==> config.mk <==
export PLATFORM = sky130hd
export DESIGN_NAME = gateway_frame_deframer_core
export DESIGN_NICKNAME = d
export VERILOG_FILES = /design/src/rtl/gfd_pkg.sv /design/src/rtl/gfd_front.sv /design/src/rtl/gfd_queue.sv /design/src/rtl/gateway_frame_deframer_core.sv
export SDC_FILE = /design/constraint.sdc
export NUM_CORES = 1
export LEC_CHECK = 0
export ABC_AREA = 1
export BUFFER_PORTS_ARGS = -buffer_cell sky130_fd_sc_hd__buf_2
export CAP_MARGIN = 20
export CORE_ASPECT_RATIO = 0.5
export CORE_MARGIN = 4
export CORE_UTILIZATION = 25
export DETAILED_ROUTE_END_ITERATION = 7
export GPL_TIMING_DRIVEN = 0
export RECOVER_POWER = 50
export SETUP_SLACK_MARGIN = 0.02
export SLEW_MARGIN = 20
export SYNTH_ARGS = -nofsm -noshare
export SYNTH_HDL_FRONTEND = slang
export SYNTH_SLANG_ARGS = --single-unit
==> constraint.sdc <==
create_clock -name clk -period 26.5 [get_ports clk]
set_input_delay 5.3 -clock clk [delete_from_list [all_inputs] [get_ports clk]]
set_output_delay 5.3 -clock clk [all_outputs]
set_load 0.03 [all_outputs]
==> src/rtl/gfd_pkg.sv <==
// package for the gateway frame deframer: word types, status codes, config register indices
// no dependencies
package gfd_pkg;
  localparam int DEVICE_CODE_BYTES_DEF = 4;

  typedef struct packed {
    logic [7:0] rx_byte;
    logic       buffer_last;
  } in_word_t;

  typedef struct packed {
    logic        item_kind;
    logic [7:0]  payload_byte;
    logic [2:0]  status_code;
    logic [31:0] device_code;
    logic [7:0]  message_type;
    logic [7:0]  version_byte;
    logic [7:0]  direction_byte;
    logic [15:0] payload_length;
    logic [15:0] frame_offset;
    logic [15:0] frame_bytes;
    logic        run_last;
  } out_word_t;

  localparam logic [2:0] ST_OK       = 3'd0;
  localparam logic [2:0] ST_SHORT    = 3'd1;
  localparam logic [2:0] ST_NOHEADER = 3'd2;
  localparam logic [2:0] ST_NOEND    = 3'd3;
  localparam logic [2:0] ST_BADSUM   = 3'd4;

  localparam logic [1:0] REG_HEADER = 2'd0;
  localparam logic [1:0] REG_START  = 2'd1;
  localparam logic [1:0] REG_END    = 2'd2;
endpackage

==> src/rtl/gfd_front.sv <==
// front part: parses one byte per cycle while take is high and builds result words
// depends on gfd_pkg
`default_nettype none
module gfd_front #(
  parameter int DEVICE_CODE_BYTES = gfd_pkg::DEVICE_CODE_BYTES_DEF
) (
  input  wire logic               clk,
  input  wire logic               rst,
  input  wire logic               cfg_we,
  input  wire logic [1:0]         cfg_index,
  input  wire logic [7:0]         cfg_data,
  input  wire logic               take,
  input  wire gfd_pkg::in_word_t  in_word,
  output gfd_pkg::out_word_t      pay_word,
  output logic                    pay_en,
  output gfd_pkg::out_word_t      st_word,
  output logic                    st_en
);
  import gfd_pkg::*;

  typedef enum logic [2:0] {
    PH_HUNT, PH_CODE, PH_LENHI, PH_LENLO, PH_PAYLOAD, PH_SUM, PH_ENDB, PH_DONE
  } phase_t;

  localparam int MinBuffer = DEVICE_CODE_BYTES + 10;
  localparam int CodeSeg = DEVICE_CODE_BYTES + 5;
  localparam logic [16:0] MinLen = 17'(MinBuffer);
  localparam logic [16:0] Fixed = 17'(DEVICE_CODE_BYTES + 11);

  logic [7:0] header_byte, start_byte, end_byte;
  phase_t phase;
  logic [15:0] pos, hpos, cnt, len;
  logic [7:0] prev, rsum, rxsum;
  logic prev_valid;
  logic [31:0] code;
  logic [7:0] mtype, ver, dir;
  logic [2:0] verdict;

  logic [7:0] b;
  logic [16:0] blen, fsum;
  logic [2:0] status;
  logic [15:0] len_next;
  out_word_t pay_build;
  assign b = in_word.rx_byte;
  assign blen = {1'b0, pos} + 17'd1;
  assign len_next = {len[15:8], b};
  assign fsum = Fixed + {1'b0, len};

  // payload word: only the byte is set
  always_comb begin
    pay_build = '0;
    pay_build.payload_byte = b;
  end

  always_comb begin
    priority if (blen < MinLen) status = ST_SHORT;
    else if (phase == PH_HUNT || ({1'b0, hpos} + 17'd2 >= blen)) status = ST_NOHEADER;
    else if (!(phase == PH_ENDB || phase == PH_DONE)) status = ST_NOEND;
    else if (phase == PH_ENDB) begin
      if (b != end_byte) status = ST_NOEND;
      else status = (rsum == rxsum) ? ST_OK : ST_BADSUM;
    end else status = verdict;
  end

  always_ff @(posedge clk) begin
    if (rst) begin
      header_byte <= '0; start_byte <= '0; end_byte <= '0;
    end else if (cfg_we) begin
      unique case (cfg_index)
        REG_HEADER: header_byte <= cfg_data;
        REG_START:  start_byte <= cfg_data;
        REG_END:    end_byte <= cfg_data;
        default: ;
      endcase
    end
  end

  always_ff @(posedge clk) begin
    if (rst) begin
      phase <= PH_HUNT; pos <= '0; hpos <= '0; cnt <= '0; len <= '0;
      prev <= '0; rsum <= '0; rxsum <= '0; prev_valid <= 1'b0;
      code <= '0; mtype <= '0; ver <= '0; dir <= '0; verdict <= '0;
      pay_en <= 1'b0; st_en <= 1'b0;
    end else begin
      pay_en <= 1'b0;
      st_en <= 1'b0;
      if (take) begin
        pay_word <= pay_build;
        unique case (phase)
          PH_HUNT: if (prev_valid && prev == header_byte && b == start_byte) begin
            hpos <= pos - 16'd1; cnt <= '0; phase <= PH_CODE;
          end
          PH_CODE: begin
            if (cnt < 16'(DEVICE_CODE_BYTES)) code <= {code[23:0], b};
            else if (cnt == 16'(DEVICE_CODE_BYTES)) mtype <= b;
            else if (cnt == 16'(DEVICE_CODE_BYTES + 1)) ver <= b;
            else if (cnt == 16'(DEVICE_CODE_BYTES + 2)) dir <= b;
            cnt <= cnt + 16'd1;
            if (cnt + 16'd1 >= 16'(CodeSeg)) phase <= PH_LENHI;
          end
          PH_LENHI: begin len <= {b, 8'd0}; phase <= PH_LENLO; end
          PH_LENLO: begin
            len <= len_next; cnt <= '0;
            phase <= (len_next != 16'd0) ? PH_PAYLOAD : PH_SUM;
          end
          PH_PAYLOAD: begin
            pay_en <= 1'b1;
            rsum <= rsum + b;
            cnt <= cnt + 16'd1;
            if (cnt + 16'd1 >= len) phase <= PH_SUM;
          end
          PH_SUM: begin rxsum <= b; phase <= PH_ENDB; end
          PH_ENDB: begin
            if (b != end_byte) verdict <= ST_NOEND;
            else verdict <= (rsum == rxsum) ? ST_OK : ST_BADSUM;
            phase <= PH_DONE;
          end
          default: ;
        endcase
        prev <= b;
        prev_valid <= 1'b1;
        if (in_word.buffer_last) begin
          st_en <= 1'b1;
          st_word.item_kind <= 1'b1;
          st_word.payload_byte <= '0;
          st_word.status_code <= status;
          st_word.device_code <= (phase == PH_CODE && cnt < 16'(DEVICE_CODE_BYTES))
                                 ? {code[23:0], b} : code;
          st_word.message_type <= (phase == PH_CODE && cnt == 16'(DEVICE_CODE_BYTES))
                                  ? b : mtype;
          st_word.version_byte <= (phase == PH_CODE && cnt == 16'(DEVICE_CODE_BYTES + 1))
                                  ? b : ver;
          st_word.direction_byte <= (phase == PH_CODE && cnt == 16'(DEVICE_CODE_BYTES + 2))
                                    ? b : dir;
          st_word.payload_length <= (phase == PH_LENHI) ? {b, 8'd0} :
                                    (phase == PH_LENLO) ? len_next : len;
          st_word.frame_offset <= (phase == PH_HUNT && prev_valid && prev == header_byte
                                   && b == start_byte) ? pos - 16'd1 : hpos;
          st_word.frame_bytes <= (status == ST_OK) ? (fsum[16] ? 16'hffff : fsum[15:0])
                                                   : 16'd0;
          st_word.run_last <= 1'b1;
          phase <= PH_HUNT; pos <= '0; hpos <= '0; cnt <= '0; len <= '0;
          prev <= '0; rsum <= '0; rxsum <= '0; prev_valid <= 1'b0;
          code <= '0; mtype <= '0; ver <= '0; dir <= '0; verdict <= '0;
        end else if (pos != 16'hffff) begin
          pos <= pos + 16'd1;
        end
      end
    end
  end
endmodule
`default_nettype wire

==> src/rtl/gfd_queue.sv <==
// back part: small result queue driving the output channel
// depends on gfd_pkg
`default_nettype none
module gfd_queue (
  input  wire logic               clk,
  input  wire logic               rst,
  input  wire gfd_pkg::out_word_t pay_word,
  input  wire logic               pay_en,
  input  wire gfd_pkg::out_word_t st_word,
  input  wire logic               st_en,
  output logic                    room,
  output logic                    out_valid,
  input  wire logic               out_stall,
  output gfd_pkg::out_word_t      out_word
);
  import gfd_pkg::*;

  out_word_t mem [4];
  logic [1:0] wp, rp;
  logic [2:0] cnt;
  logic pop;
  logic [1:0] push_n;

  assign out_valid = cnt != 3'd0;
  assign out_word = mem[rp];
  assign pop = out_valid && !out_stall;
  assign push_n = {1'b0, pay_en} + {1'b0, st_en};
  // two words may arrive in a cycle, and two more may be in flight
  assign room = (cnt + {1'b0, push_n}) <= (pop ? 3'd3 : 3'd2);

  always_ff @(posedge clk) begin
    if (pay_en) mem[wp] <= pay_word;
    if (st_en) mem[pay_en ? wp + 2'd1 : wp] <= st_word;
  end

  always_ff @(posedge clk) begin
    if (rst) begin
      wp <= '0; rp <= '0; cnt <= '0;
    end else begin
      wp <= wp + push_n;
      if (pop) rp <= rp + 2'd1;
      cnt <= cnt + {1'b0, push_n} - {2'b0, pop};
    end
  end
endmodule
`default_nettype wire

==> src/rtl/gateway_frame_deframer_core.sv <==
// top level of the gateway frame deframer
// depends on gfd_pkg, gfd_front, gfd_queue
// usage:
//   input channel in_valid/in_stall/in_word carries one buffer byte per word,
//   buffer_last marks the final byte of a buffer
//   output channel out_valid/out_stall/out_word carries payload bytes
//   (item_kind 0) and one status word per buffer (item_kind 1, run_last)
//   config: cfg_we/cfg_index/cfg_data write header, start and end bytes
// path: a result word is registered in the front, then written into the queue
// throughput: one byte per cycle while the output is taken every cycle;
//   a final payload byte yields two words, which a four-entry queue absorbs
//   and drains at one word per cycle, so one byte per cycle overall holds
//   except right after such a byte when the queue is near full
// the parser front and the queue back are decoupled; the input is stalled
//   only when the queue might overflow
// reset: synchronous, clears control and config registers to zero and the parser to hunting
// stall on the output holds the head word and backs up into the input
`default_nettype none
module gateway_frame_deframer_core #(
  parameter int DEVICE_CODE_BYTES = gfd_pkg::DEVICE_CODE_BYTES_DEF
) (
  input  wire logic               clk,
  input  wire logic               rst,
  input  wire logic               cfg_we,
  input  wire logic [1:0]         cfg_index,
  input  wire logic [7:0]         cfg_data,
  input  wire logic               in_valid,
  output logic                    in_stall,
  input  wire gfd_pkg::in_word_t  in_word,
  output logic                    out_valid,
  input  wire logic               out_stall,
  output gfd_pkg::out_word_t      out_word
);
  import gfd_pkg::*;

  out_word_t pay_word, st_word;
  logic pay_en, st_en, room, take;

  // front writes reach the queue in the cycle after take; guard for words in flight
  assign in_stall = !room;
  assign take = in_valid && room;

  gfd_front #(.DEVICE_CODE_BYTES(DEVICE_CODE_BYTES)) u_front (
    .clk, .rst, .cfg_we, .cfg_index, .cfg_data, .take, .in_word,
    .pay_word, .pay_en, .st_word, .st_en
  );

  gfd_queue u_queue (
    .clk, .rst, .pay_word, .pay_en, .st_word, .st_en, .room,
    .out_valid, .out_stall, .out_word
  );
endmodule
`default_nettype wire
Word-level counts from Yosys, hierarchy flattened
Memory sizes are Yosys's and may differ from the RTL's. A register that Yosys moved wholly into a read port is not among the register bits.
Cells that the tools add are included.
{"block": "word_totals", "ff_bits": 299, "ram_bits": 468, "input_bits": 24, "output_inout_bits": 119, "word_cells": 197, "n_memories": 1}
{"memory": "u_queue.mem", "words": 4, "word_bits": 117, "rd": 1, "rd_ports_with_merged_regs": 1, "wr": 2, "line": "gfd_queue.sv:18", "text": "out_word_t mem [4];"}
{"block": "classes", "add_sub_neg": 13, "magnitude_cmp": 6, "eq_ne": 24, "muxes": 65, "n_bitwise": 2, "n_reduce_logical": 53}
{"operator": "8-bit 2-to-1 mux", "n": 24}
{"operator": "16-bit 2-to-1 mux", "n": 11}
{"operator": "32-bit 2-to-1 mux", "n": 4}
{"operator": "16-bit by 3-bit equality test with 1-bit output, second input constant", "n": 3}
{"operator": "16-bit case mux with 3 select lines", "n": 1}
{"operator": "3-bit 2-to-1 mux", "n": 11}
{"operator": "16-bit by 1-bit adder with 16-bit output, second input constant", "n": 2}
{"operator": "16-bit case mux with 2 select lines", "n": 1}
{"operator": "8-bit equality test", "n": 3}
{"operator": "2-bit nonzero test", "n": 11}
{"operator": "3-bit case mux with 7 select lines", "n": 1}
{"operator": "16-bit by 1-bit adder with 17-bit output, second input constant", "n": 1}
{"operator": "16-bit by 2-bit adder with 17-bit output, second input constant", "n": 1}
{"operator": "4-bit by 16-bit adder with 17-bit output, first input constant", "n": 1}
{"operator": "17-bit >= comparator", "n": 1}
{"operator": "17-bit by 4-bit < comparator with 1-bit output, second input constant", "n": 1}
{"operator": "16-bit >= comparator", "n": 1}
{"operator": "16-bit by 4-bit >= comparator with 1-bit output, second input constant", "n": 1}
{"operator": "16-bit by 3-bit < comparator with 1-bit output, second input constant", "n": 1}
{"operator": "16-bit != test, second input constant", "n": 1}
{"operator": "2-bit AND reduction", "n": 8}
{"operator": "16-bit nonzero test", "n": 1}
{"operator": "16-bit by 1-bit subtractor with 16-bit output, second input constant", "n": 1}
{"operator": "3-bit AND reduction", "n": 5}
{"operator": "30 further kinds", "n": 67}

Logic depth before layout (Yosys ltp)
{"block": "depth", "ltp_word": 8, "depth_mapped": 21}

Hierarchy
A second synthesis with hierarchy kept.
{"block": "unflattened", "cells_unflattened": 4764, "hier_area_um2": 40029.6}
{"mod": "gfd_queue", "n_inst": 1, "cells_each": 2777, "area_each_um2": 24413.4, "seq_area_each_um2": 14233.7}
{"mod": "gfd_front", "n_inst": 1, "cells_each": 1984, "area_each_um2": 15605.0, "seq_area_each_um2": 6996.7}
{"mod": "gateway_frame_deframer_core", "n_inst": 1, "cells_each": 3, "area_each_um2": 11.3, "seq_area_each_um2": 0.0}

Least setup slack after synthesis
OpenSTA, ideal clock, no wires.
{"block": "synth_path", "path_kind": "in2reg", "startpoint": "in out_stall", "endpoint": "reg u_front.st_word[100] (netlist name)", "setup_time_ps": 704, "t_arrival_ps": 13788, "slack_ps": 12009, "stages": 8, "path_cell_list": "a31oi_1 > ha_1 > o31ai_1 > inv_1 > nand2_1 > clkbuf_1 > clkbuf_1 > nor3_1"}
{"block": "synth_between", "elab_chain_cells": 6}
{"element": "start, declared", "line": "gateway_frame_deframer_core.sv:31", "text": "input wire logic out_stall,"}
{"element": "1-bit zero test", "line": "gfd_queue.sv:26", "text": "assign pop = out_valid && !out_stall;"}
{"element": "1-bit logical AND", "line": "gfd_queue.sv:26"}
{"element": "1-bit 2-to-1 mux", "line": "gfd_queue.sv:29", "text": "assign room = (cnt + {1'b0, push_n}) <= (pop ? 3'd3 : 3'd2);"}
{"element": "3-bit less-or-equal comparator", "line": "gfd_queue.sv:29"}
{"element": "1-bit logical AND", "line": "gateway_frame_deframer_core.sv:41", "text": "assign take = in_valid && room;"}
{"element": "3-bit AND reduction (no line)"}
No other way between the ends.
A chain may end at the register's enable or synchronous reset.

Worst setup path after layout
{"block": "layout_path", "startpoint": "in out_stall", "endpoint": "out in_stall"}
{"block": "layout_between", "elab_chain_cells": 5}
{"element": "1-bit zero test", "line": "gfd_queue.sv:26"}
{"element": "1-bit logical AND", "line": "gfd_queue.sv:26"}
{"element": "named net u_queue.pop", "line": "gfd_queue.sv:21", "text": "logic pop;"}
{"element": "1-bit 2-to-1 mux", "line": "gfd_queue.sv:29"}
{"element": "3-bit less-or-equal comparator", "line": "gfd_queue.sv:29"}
{"element": "1-bit zero test", "line": "gateway_frame_deframer_core.sv:40", "text": "assign in_stall = !room;"}
{"element": "end, declared", "line": "gateway_frame_deframer_core.sv:28", "text": "output logic in_stall,"}
The timed path passes the listed nets, and every way through them passes these cells.

==> impl_metrics.ini <==
[power_and_ir_drop]
peakVddDrop_mv = 0.05595
sw_frac_of_total = 0.3686
power_frac_clock = 0.322
p_per_area_nw_per_um2 = 91.01
leakagePower_uw = 0.01493
switchingPower_uw = 1369
pwr-share-comb = 0.290
internal_power_uw = 2346
seqPwrFrac = 0.387

[cells_and_area]
layout-drive-gt1-share = 0.09722
area_delta_synth_final_pct = 17.47
num-nets-final = 4035
fin_util = 0.2969
nFillCells = 14388

[clocking]
cts.sinks = 765
cts_setup_buffers = 0
cts_resized = 0
clockRootBuffer = clkbuf_16
clk_pin_slew_ns = 0.06
clock_latency_ns = 0.65
cts_tree = built
cts_max_path_buffers = 3
hold_buffers = 0
h-tree-depth = 3
cts_buffers = 83

[setup_path]
worstPathMaxFanout = 3
critPathRequiredTime_ns = 21.20
cp_top_family = compound AO/OA/AOI/OAI gates
slowest_delay_ns = 0.42
path_cells = buf_2, a31oi_1, ha_1, o31ai_1, buf_2
cp_num_buf_inv = 2
crit_top_cell = buf_2
crit_path_end_kind = output pin
cp_slowest_cell = o31ai_1
crit_type = in2out
startpoint_type = primary input
cp.arrival_ns = 6.84

[detailed_routing]
drc = 0
wirelength_um = 107800
via_per_inst = 4.651
vias = 27371
drt_iter0_markers = 2674
ant_nets = 0
firstDrtPassIters = 5
wire_per_inst_um = 18.32

[floorplan]
num_rows = 96
core_area_um2 = 137500
die_area_um2 = 145400
die_w_um = 535.3
start_util = 0.2527
dieHeight_um = 271.6
ios = 143

[place]
dp_hpwl_um = 75350
place_ws_ns = 14.23
portBuffers = 140
gp_congestion = 0.9262

[yosys]
synth_area_um2 = 34750
synth_warnings = 0
synth.net_count = 3791
synthCells = 3707
yosys_register_bits = 765
syn_area_per_cell_um2 = 9.375
post_synth_num_cell_types = 50
ys_seq_area_frac = 0.5970

[timing]
fin_ws_ns = 14.36
fin_crit_sh = 0.4580
skew_ns = 0.02374
setup_viol = 0
period_minus_slack_ns = 12.14
setup-tns-final_ns = 0
fmax_ghz = 0.08240
hold_viol_final = 0
grt_setup_unrepaired = false
drv_slew = 200
slew_headroom = -1.075
max_slew.worst_pin.slew_ns = 3.113

[worst_hold_path]
holdCritPathClass = reg2reg

[global_route]
grt_max_degree = 48
grt_overflow = 0
first_global_vias = 25871
track_usage = 0.1429
antenna_found_initial = 5
grt_pass1_wl_um = 161500

[outcome]
outcome = finished, violations left
violations = max-capacitance violations, max-slew violations

[job]
cap_viol_max_count = 5
==> power groups by stage <==
| stage | combinational [µW] | sequential (µW) | clock, µW |
|---|---|---|---|
| after floorplan | 682 | 1450 | 0 |
| after global placement | 1070 | 1480 | 0 |
| after detailed placement | 1080 | 1460 | 0 |
| after CTS | 1090 | 1430 | 1210 |
| after global routing | 1170 | 1450 | 1260 |
| final | 1080 | 1440 | 1200 |
==> synthesized netlist by cell type (all sizes together) <==
cell	count	area, µm²
a211oi	30	225.2
a21boi	1	7.510
a21o	2	15.01
a21oi	221	1106
a31oi	3	18.77
a32oi	1	8.760
and2	3	18.77
and3	1	6.260
buf	32	168.9
clkbuf	172	645.6
clkinv	2	7.510
dfxtp	222	4444
edfxtp	543	16310
fa	2	40.04
ha	58	725.7
inv	320	1201
mux2	25	281.5
nand2	444	1724
nand3	104	565.5
nand3b	3	22.52
nand4	43	269.0
nor2	841	3252
nor3	51	315.3
nor3b	4	30.03
nor4	7	43.79
o211ai	2	15.01
o21a	8	60.06
o21ai	363	1820
o21bai	1	7.510
o22ai	122	763.2
o311ai	1	8.760
o31ai	5	37.54
or2	8	50.05
xnor2	15	131.4
xor2	47	411.6
==> routing by layer <==
layer  global-route usage  part of all wire  routed length, µm
met5                    0           0.00011                 12
met4              0.04489             0.032               3425
met3              0.01679             0.063               6772
met2               0.2375              0.47              50940
met1               0.1941              0.43              46690
==> cell usage in the layout (no fill, tap or decap), drive strengths merged, types with 9 or more instances in the layout <==
cell type	netlist	layout
a211oi	30	30
a21oi	221	221
buf	32	182
bufinv	0	9
clkbuf	172	280
clkinv	2	41
dfxtp	222	222
edfxtp	543	543
ha	58	58
inv	320	323
mux2	25	25
nand2	444	444
nand3	104	104
nand4	43	43
nor2	841	841
nor3	51	51
o21ai	363	363
o22ai	122	122
xnor2	15	15
xor2	47	47
==> worst reg2reg max path, delay by kind of cell, from the launching register on <==
family	cells	cell delay (ns)
compound gates	1	0.12
fa+ha+maj	1	0.28
buf+inv	5	3.85
flops	1	0.44
simple gates	4	1.77
==> cells by family (layout without fill, tap and decap cells) <==
group,Yosys count,in the layout,share of synthesized area
DFF,765,765,0.5970
adders and majority gates,60,60,0.02203
AOI/OAI and AO/OA,760,760,0.1178
muxes,25,25,0.008100
buffers and inverters,526,841,0.05821
xor gates and xnor gates,62,62,0.01562
other,0,1,0
and+or+nand+nor,1509,1509,0.1812
==> per-stage QoR <==
step	cells	total power, µW	hold slack, ns	area, µm²
finish	5885	3716	0.4541	40830
global route	5884	3879	0.4666	40830
CTS	5884	3735	0.4532	40960
detailed placement	5728	2544	0.4368	38120
global placement	5709	2544	0.4337	37790
floorplan	3707	2134	0.4215	34750
==> layout make-up <==
class	instances	area [µm²]	share of cell area
Multi-Input combinational cell	2416	11980	0.2935
Clock buffer	99	2221	0.05440
Inverter	322	1209	0.02960
Antenna cell	1	2.502	0.00006129
Clock inverter	57	625.6	0.01532
Sequential cell	765	20750	0.5082
Tap cell	1862	2330	0.05706
Timing Repair Buffer	159	900.9	0.02206
Buffer	204	808.3	0.01980
==> state kept, by name, indices dropped and copies added, names as in the netlist, 8 cells and up, named ones only <==
name                 cells
u_front.hpos            16
u_front.ver              8
u_front.header_byte      8
u_front.rsum             8
u_front.prev             8
u_queue.mem            464
u_front.cnt             16
u_front.mtype            8
u_front.code            32
u_front.pos             16
u_front.st_word        107
u_front.end_byte         8
u_front.len             16
u_front.dir              8
u_front.start_byte       8
u_front.rxsum            8
u_front.pay_word         8
==> final timing paths <==
kind              slack [ns]  depth (start not counted)                              to                           start
setup / recovery       14.36                          5                        in_stall                       out_stall
hold / removal          0.45                          2  u_queue.mem[2][0]$_SDFFE_PP1P_  u_queue.mem[2][0]$_SDFFE_PP1P_
setup reg to reg       19.53                         11    u_queue.mem[2][54]$_DFFE_PP_        u_queue.wp[0]$_SDFF_PP0_
hold reg to reg         0.45                          2  u_queue.mem[2][0]$_SDFFE_PP1P_  u_queue.mem[2][0]$_SDFFE_PP1P_
No activity file was read; power rests on OpenSTA's default activity.
